`config.mk`:
```
export PLATFORM = sky130hd
export DESIGN_NAME = mspv2_frame_receiver_unit
export DESIGN_NICKNAME = d
export VERILOG_FILES = /design/src/hdl/mspv2_pkg.sv /design/src/hdl/mspv2_parser.sv /design/src/hdl/mspv2_out_reg.sv /design/src/hdl/mspv2_frame_receiver_unit.sv
export VERILOG_INCLUDE_DIRS = /design/src /design/src/hdl
export SDC_FILE = /design/constraint.sdc
export NUM_CORES = 1
export LEC_CHECK = 0
export ABC_AREA = 1
export BUFFER_PORTS_ARGS = -buffer_cell sky130_fd_sc_hd__buf_2
export CAP_MARGIN = 20
export CORE_UTILIZATION = 35
export DETAILED_ROUTE_END_ITERATION = 16
export GPL_ROUTABILITY_DRIVEN = 0
export PLACE_DENSITY_LB_ADDON = 0.05
export SYNTH_ARGS = -nofsm -noshare
export SYNTH_HDL_FRONTEND = slang
export SYNTH_SLANG_ARGS = --single-unit
```
`constraint.sdc`:
```
create_clock -name clk -period 4.3 [get_ports clk]
set_clock_uncertainty 0.05 [all_clocks]
set_input_delay 0.43 -clock clk [delete_from_list [all_inputs] [get_ports clk]]
set_output_delay 0.43 -clock clk [all_outputs]
set_load 0.02 [all_outputs]
```
`src/hdl/mspv2_frame_receiver_unit_defines.svh`:
```
// Assertion macros used by the frame receiver parser.
`ifndef MSPV2_FRAME_RECEIVER_UNIT_DEFINES_SVH
`define MSPV2_FRAME_RECEIVER_UNIT_DEFINES_SVH

`ifndef NO_ASSERTIONS

// same-cycle implication, checked out of reset
`define MSPV2_ASSERT_NOW(label, clk, rst_n, cond, prop) \
    label: assert property (@(posedge clk) disable iff (!rst_n) (cond) |-> (prop)) \
        else $error("mspv2 assertion failed");

// next-cycle implication
`define MSPV2_ASSERT_NEXT(label, clk, rst_n, cond, prop) \
    label: assert property (@(posedge clk) disable iff (!rst_n) (cond) |=> (prop)) \
        else $error("mspv2 assertion failed");

`else

`define MSPV2_ASSERT_NOW(label, clk, rst_n, cond, prop)
`define MSPV2_ASSERT_NEXT(label, clk, rst_n, cond, prop)

`endif

`endif

```
`src/hdl/mspv2_pkg.sv`:
```
// Types, constants and the CRC-8 step for the MSPv2 frame receiver.
`default_nettype none

package mspv2_pkg;

    localparam logic [7:0] CRC_POLY   = 8'hD5;
    localparam logic [7:0] CRC_TOP    = 8'h80;
    localparam logic [7:0] SYNC_X     = 8'h58;
    localparam logic [7:0] MARK_CMD   = 8'h3C;
    localparam logic [7:0] MARK_REPLY = 8'h3E;
    localparam int unsigned HEADER_LEN = 5;

    typedef enum logic [2:0] {
        ST_IDLE    = 3'd0,
        ST_GOT_X   = 3'd1,
        ST_HEADER  = 3'd2,
        ST_PAYLOAD = 3'd3,
        ST_CHECK   = 3'd4
    } stage_t;

    typedef enum logic [1:0] {
        EV_NONE    = 2'd0,
        EV_PAYLOAD = 2'd1,
        EV_GOOD    = 2'd2,
        EV_BAD     = 2'd3
    } event_t;

    typedef struct packed {
        event_t      event_res;
        logic [7:0]  data_byte;
        logic [15:0] byte_index;
        logic        is_reply;
        logic [15:0] command_id;
        logic [7:0]  frame_flags;
        logic [15:0] payload_length;
        logic        in_frame;
    } result_t;

    // one byte of CRC-8, MSB first, no reflection
    function automatic logic [7:0] crc8_step(input logic [7:0] crc, input logic [7:0] b);
        logic [7:0] v;
        v = crc ^ b;
        for (int i = 0; i < 8; i++)
        begin
            if ((v & CRC_TOP) != 8'h00)
            begin
                v = (v << 1) ^ CRC_POLY;
            end
            else
            begin
                v = v << 1;
            end
        end
        return v;
    endfunction

endpackage

`default_nettype wire

```
`src/hdl/mspv2_parser.sv`:
```
// Frame parser: stage machine, header capture, running CRC and result formation.
`default_nettype none
`include "mspv2_frame_receiver_unit_defines.svh"

module mspv2_parser (
    input  wire logic              clk,
    input  wire logic              rst_n,
    input  wire logic              fire,
    input  wire logic [7:0]        rx_byte,
    output mspv2_pkg::result_t     res
);

    mspv2_pkg::stage_t stage_reg, stage_next;
    logic [15:0] count_reg, count_next;
    logic [7:0]  crc_reg, crc_next;
    logic        reply_reg, reply_next;
    logic [15:0] cmd_reg, cmd_next;
    logic [7:0]  flags_reg, flags_next;
    logic [15:0] size_reg, size_next;
    logic [7:0]  hdr_reg [4];
    logic        hdr_we;
    logic [15:0] count_inc;
    logic [15:0] size_hdr;

    assign count_inc = count_reg + 16'd1;
    assign size_hdr  = {rx_byte, hdr_reg[3]};

    always_comb
    begin
        stage_next = stage_reg;
        count_next = count_reg;
        crc_next   = crc_reg;
        reply_next = reply_reg;
        cmd_next   = cmd_reg;
        flags_next = flags_reg;
        size_next  = size_reg;
        hdr_we     = 1'b0;
        res        = '0;
        res.event_res = mspv2_pkg::EV_NONE;

        case (stage_reg)
            mspv2_pkg::ST_GOT_X:
            begin
                if (rx_byte == mspv2_pkg::MARK_CMD)
                begin
                    reply_next = 1'b0;
                    stage_next = mspv2_pkg::ST_HEADER;
                end
                else if (rx_byte == mspv2_pkg::MARK_REPLY)
                begin
                    reply_next = 1'b1;
                    stage_next = mspv2_pkg::ST_HEADER;
                end
                else
                begin
                    stage_next = mspv2_pkg::ST_IDLE;
                end
            end

            mspv2_pkg::ST_HEADER:
            begin
                crc_next = mspv2_pkg::crc8_step(crc_reg, rx_byte);
                if (count_reg < 16'(mspv2_pkg::HEADER_LEN - 1))
                begin
                    hdr_we     = 1'b1;
                    count_next = count_inc;
                end
                else
                begin
                    flags_next = hdr_reg[0];
                    cmd_next   = {hdr_reg[2], hdr_reg[1]};
                    size_next  = size_hdr;
                    count_next = 16'd0;
                    stage_next = (size_hdr != 16'd0) ? mspv2_pkg::ST_PAYLOAD
                                                     : mspv2_pkg::ST_CHECK;
                end
            end

            mspv2_pkg::ST_PAYLOAD:
            begin
                crc_next           = mspv2_pkg::crc8_step(crc_reg, rx_byte);
                res.event_res      = mspv2_pkg::EV_PAYLOAD;
                res.data_byte      = rx_byte;
                res.byte_index     = count_reg;
                res.is_reply       = reply_reg;
                res.command_id     = cmd_reg;
                res.frame_flags    = flags_reg;
                res.payload_length = size_reg;
                count_next         = count_inc;
                if (count_inc == size_reg)
                begin
                    stage_next = mspv2_pkg::ST_CHECK;
                end
            end

            mspv2_pkg::ST_CHECK:
            begin
                res.event_res      = (crc_reg == rx_byte) ? mspv2_pkg::EV_GOOD
                                                          : mspv2_pkg::EV_BAD;
                res.is_reply       = reply_reg;
                res.command_id     = cmd_reg;
                res.frame_flags    = flags_reg;
                res.payload_length = size_reg;
                stage_next         = mspv2_pkg::ST_IDLE;
            end

            default:
            begin
                count_next = 16'd0;
                crc_next   = 8'h00;
                stage_next = (rx_byte == mspv2_pkg::SYNC_X) ? mspv2_pkg::ST_GOT_X
                                                            : mspv2_pkg::ST_IDLE;
            end
        endcase

        res.in_frame = (stage_next != mspv2_pkg::ST_IDLE);
    end

    always_ff @(posedge clk or negedge rst_n)
    begin
        if (!rst_n)
        begin
            stage_reg <= mspv2_pkg::ST_IDLE;
            count_reg <= 16'd0;
            crc_reg   <= 8'h00;
            reply_reg <= 1'b0;
            cmd_reg   <= 16'd0;
            flags_reg <= 8'h00;
            size_reg  <= 16'd0;
        end
        else if (fire)
        begin
            stage_reg <= stage_next;
            count_reg <= count_next;
            crc_reg   <= crc_next;
            reply_reg <= reply_next;
            cmd_reg   <= cmd_next;
            flags_reg <= flags_next;
            size_reg  <= size_next;
        end
    end

    // header bytes are always written before they are read
    always_ff @(posedge clk)
    begin
        if (fire && hdr_we)
        begin
            hdr_reg[count_reg[1:0]] <= rx_byte;
        end
    end

    `MSPV2_ASSERT_NOW(a_payload_size_nonzero, clk, rst_n,
        stage_reg == mspv2_pkg::ST_PAYLOAD, size_reg != 16'd0)
    `MSPV2_ASSERT_NOW(a_header_count_bound, clk, rst_n,
        stage_reg == mspv2_pkg::ST_HEADER, count_reg < 16'(mspv2_pkg::HEADER_LEN))
    `MSPV2_ASSERT_NEXT(a_check_ends_frame, clk, rst_n,
        fire && stage_reg == mspv2_pkg::ST_CHECK, stage_reg == mspv2_pkg::ST_IDLE)
    `MSPV2_ASSERT_NOW(a_payload_index_bound, clk, rst_n,
        stage_reg == mspv2_pkg::ST_PAYLOAD, count_reg < size_reg)

endmodule

`default_nettype wire

```
`src/hdl/mspv2_out_reg.sv`:
```
// Result register with valid/ready toward the consumer.
`default_nettype none

module mspv2_out_reg (
    input  wire logic               clk,
    input  wire logic               rst_n,
    input  wire logic               load,
    input  wire mspv2_pkg::result_t res_in,
    output logic                    can_take,
    output logic                    out_valid,
    input  wire logic               out_ready,
    output mspv2_pkg::result_t      res_out
);

    logic               valid_reg;
    mspv2_pkg::result_t res_reg;

    // a new beat may load in the same cycle the held one drains
    assign can_take  = !valid_reg || out_ready;
    assign out_valid = valid_reg;
    assign res_out   = res_reg;

    always_ff @(posedge clk or negedge rst_n)
    begin
        if (!rst_n)
        begin
            valid_reg <= 1'b0;
        end
        else if (can_take)
        begin
            valid_reg <= load;
        end
    end

    always_ff @(posedge clk)
    begin
        if (can_take && load)
        begin
            res_reg <= res_in;
        end
    end

endmodule

`default_nettype wire

```
`src/hdl/mspv2_frame_receiver_unit.sv`:
```
// Top level of the MSPv2 native frame receiver.
// Accepts one received byte per beat and returns one result beat per byte, sustaining
// one byte per clock cycle while the output is not stalled. A byte passes an input
// register, then the parser (stage machine and a one-byte CRC-8 update, both
// combinational over registered state) into the result register. Payload bytes stream
// out with their index; the check byte reports a good or bad frame together with the
// decoded header. in_ready follows out_ready within the same cycle when both registers
// are full.
`default_nettype none

module mspv2_frame_receiver_unit (
    input  wire logic        clk,
    input  wire logic        rst_n,
    input  wire logic        in_valid,
    output logic             in_ready,
    input  wire logic [7:0]  rx_byte,
    output logic             out_valid,
    input  wire logic        out_ready,
    output logic [1:0]       event_res,
    output logic [7:0]       data_byte,
    output logic [15:0]      byte_index,
    output logic             is_reply,
    output logic [15:0]      command_id,
    output logic [7:0]       frame_flags,
    output logic [15:0]      payload_length,
    output logic             in_frame
);

    logic               in_valid_reg;
    logic [7:0]         byte_reg;
    logic               can_take;
    logic               fire;
    mspv2_pkg::result_t res_comb;
    mspv2_pkg::result_t res_q;

    assign fire     = in_valid_reg && can_take;
    assign in_ready = !in_valid_reg || can_take;

    always_ff @(posedge clk or negedge rst_n)
    begin
        if (!rst_n)
        begin
            in_valid_reg <= 1'b0;
        end
        else if (in_ready)
        begin
            in_valid_reg <= in_valid;
        end
    end

    always_ff @(posedge clk)
    begin
        if (in_ready && in_valid)
        begin
            byte_reg <= rx_byte;
        end
    end

    mspv2_parser u_parser (
        .clk     (clk),
        .rst_n   (rst_n),
        .fire    (fire),
        .rx_byte (byte_reg),
        .res     (res_comb)
    );

    mspv2_out_reg u_out (
        .clk       (clk),
        .rst_n     (rst_n),
        .load      (in_valid_reg),
        .res_in    (res_comb),
        .can_take  (can_take),
        .out_valid (out_valid),
        .out_ready (out_ready),
        .res_out   (res_q)
    );

    assign event_res      = res_q.event_res;
    assign data_byte      = res_q.data_byte;
    assign byte_index     = res_q.byte_index;
    assign is_reply       = res_q.is_reply;
    assign command_id     = res_q.command_id;
    assign frame_flags    = res_q.frame_flags;
    assign payload_length = res_q.payload_length;
    assign in_frame       = res_q.in_frame;

endmodule

`default_nettype wire
```
==> metrics.md <==
| Metric | Value |
|---|---|
| Cell Area, Synth | 7840 sq um |
| Core area | 21900 sq um |
| Die ar. | 23000 sq um |
| TritonRoute pass-1 iters | 5 |
| WL per Instance | around 16 microns |
| Post-synthesis average cell area | 9.60 sq um |
| Fin. Hold Viols | 0 |
| Met2 wire len | 9480 microns |
| Worst-skew pair later-pin latency | 0.43 ns |
| GR Util All Layers | 17.8% |
| Clock transition at path regs | 0.07 ns |
| IO Count | 82 |
| Outcome | completed |
| Synth Instances | 817 |
| CP required | 4.55 ns |
| R2r setup slk | 1.51 ns |
| Cell row count | 54 |
| Final slew viol count | 0 |
| Maximum operating frequency | 358 MHz |
| Kind of critical path | reg2reg |
| Detailed Route WL | ~19000 microns |
| Share of layout cells above drive strength 1 | 17.6% |
| Max reg flops | between 60 and 70 |
| FF-to-FF Start | u_out.out_valid |
| Fin crit share | 65.0% |
| Drt initial violations | between 300 and 400 |
| DP Cell Count | 1165 |
| Hold Buf Count CTS | 0 |
| Setup WS pre-CTS | between 1 and 1.5 ns |
| Crit path capture type | flop |
| Lkg Pwr | 4.05 nW |
| Cell taking the most area after synthesis | edfxtp_1 |
| First-pass GRT wire length | just over 30000 microns |
| Largest fanout on the critical path | 48 |
| Worst slew pin tran | 0.950 ns |
| Routed wl met3 | 702 microns |
| Peak VDD IR | approximately 0.00023 V |
| Most frequent cells in the layout | 200 x nand2_1, 120 x nor2_1, 108 x edfxtp_1 |
| Starting density of the core | 35.8% |
| Post-CTS setup buffer count | 0 |
| Via count | roughly 5800 |
| Min-delay worst type | in2async |
| Sequential-to-total area share from yosys stat | 63.7% |
| Grt total ovfl | 0 |
| Vias in the first global route | 5803 |
| Routed met1 length | 8970 microns |
| Fin cells | 1198 |
| CP Data Arrival Time | ~3.0 ns |
| I/O Buffers | 81 |
| ANT cells | 0 |
| Multi-input logic area | 2380 sq um |
| # setup viols final | 0 |
| Setup TNS | 0 ns |
| Top post-synthesis cells by area | edfxtp_1 41%, dfrtp_1 22%, nand2_1 9.6% |
| Initial antenna violation count | 0 |
| PostCTS Resize Cnt | 0 |
| Setup crit end | u_parser.cmd_reg[1] |
| Largest net degree at the start of global routing | between 70 and 80 |
| Post-DP HPWL | roughly 14000 microns |
| FF+latch area | 4990 sq um |
| R2R depth | 7 |
| Final Critical Period | about 2.8 ns |
| Vias/cell | 4.81 |
| Crit start category | flop |
| Max-slew headroom | a little under two fifths |
| CTS sink cnt | around 180 |
| RSZ-0062 raised after global routing | no |
| P per Cell Area | about 500 nW/um^2 |
| Detailed-route DRC error count | 0 |
| Fill count | 2203 |
| Commonest non-fill, non-tap cell in the layout | nand2_1 |
| CTS Root Cell | clkbuf_16 |
| CTS Buffer Depth | 2 |
| Highest routed layer | met4 |
| FF-to-FF End | u_parser.cmd_reg[1] |
| Yosys warning count | 0 |
| Antenna-violating nets left | 0 |
| Yosys reg bits | around 180 |
| Die Ht | 152 microns |
| Max-Cap Viols | 0 |
| TritonCTS clock tree | built |
| H-tree levels | 4 |
| Fin nets | around 920 |
| Die X | 152 microns |
| Post-Syn Nets | 834 |
| Final WS setup | 1.51 ns |
| Num CTS Buffers | 17 |
| Area Overhead vs Synth | 17.2% |
| Share of the synthesized area in the top cell type | 41.4% |
| Start point of the critical path | u_out.out_valid |
| Synth cell types | 30 |
-- power by group --
part           switching, mW  internal, mW  total (mW)
registers              0.105          2.11        2.21
clock network          0.705         0.878        1.58
logic                  0.617         0.253       0.870
total                   1.43          3.24        4.67
-- worst min-delay path by stage --
stage,endpoint,slack (ns),cells past startpoint
floorplan,in_valid_reg,0.08,0
global placement,u_parser.cmd_reg[10],0.45,2
detailed placement,u_parser.cmd_reg[12],0.45,2
CTS,u_parser.cmd_reg[0],0.09,1
global route,byte_reg[4],0.1,1
finish,u_parser.cmd_reg[0],0.06,1
-- synthesized netlist by cell type --
cell type,instances
nand3_1,45
xor2_2,1
edfxtp_1,108
clkbuf_1,9
a41oi_1,1
nand2_4,1
a2111o_1,1
nand2_2,13
clkinv_1,1
xor2_1,7
nor4_1,5
o22ai_1,14
ha_1,5
nor2_4,2
o21ai_1,7
nor2_2,8
nand3b_1,2
nand4_1,16
a21oi_1,34
nand2_1,200
inv_1,94
xnor2_1,2
buf_2,8
nor2_1,120
o21ai_0,18
a31oi_1,1
nand3_2,2
inv_2,15
dfrtp_1,70
nor3_1,7
-- per-stage QoR --
| step | total power, mW | cell area (sq um) | hold slack (ns) | util (%) |
|---|---|---|---|---|
| 2_1_floorplan | 2.82 | 7840 | 0.0844 | - |
| 3_3_place_gp | 3.11 | 8570 | 0.448 | 39.1 |
| 3_5_place_dp | 3.13 | 8570 | 0.445 | 39.1 |
| 4_1_cts | 4.72 | 9170 | 0.0854 | 41.9 |
| 5_1_grt | 4.91 | 9190 | 0.0979 | 42.0 |
| 6_report | 4.67 | 9190 | 0.0641 | 42.0 |
-- cell type report --
| class | count | share of cell area (%) |
|---|---|---|
| Multi-Input combinational cell | 512 | 25.9 |
| Sequential cell | 178 | 54.4 |
| Clock inverter | 14 | 1.88 |
| Tap cell | 280 | 3.81 |
| Inverter | 110 | 4.49 |
| Timing Repair Buffer | 86 | 4.90 |
| Clock buffer | 18 | 4.67 |
-- layer usage --
layer  global-route usage, %  up-vias
met4                    5.00        0
met5                       0        -
met3                    3.17       13
met2                    29.9      108
met1                    23.4     2799
li1                        -     2844
-- worst max-delay path: stages (launching register included) --
cell and delay [ns]:
dfrtp_1 0.40, nand2_1 0.09, nand2_1 0.24, nor2_1 0.51
nand3_2 0.60, buf_4 0.50, nor2_1 0.19, a21oi_1 0.06
-- cells by family (layout without fill, tap and decap cells) --
group	after synthesis	after routing	synth area share (%)
adder cells (fa/ha/maj)	5	5	0.798
AO/OA/AOI/OAI	76	76	5.22
flip-flops	178	178	63.7
XOR/XNOR	10	10	1.21
AND/OR/NAND/NOR	421	421	22.9
buffers and inverters	127	228	6.21
No activity file was read; power rests on OpenSTA's default activity.
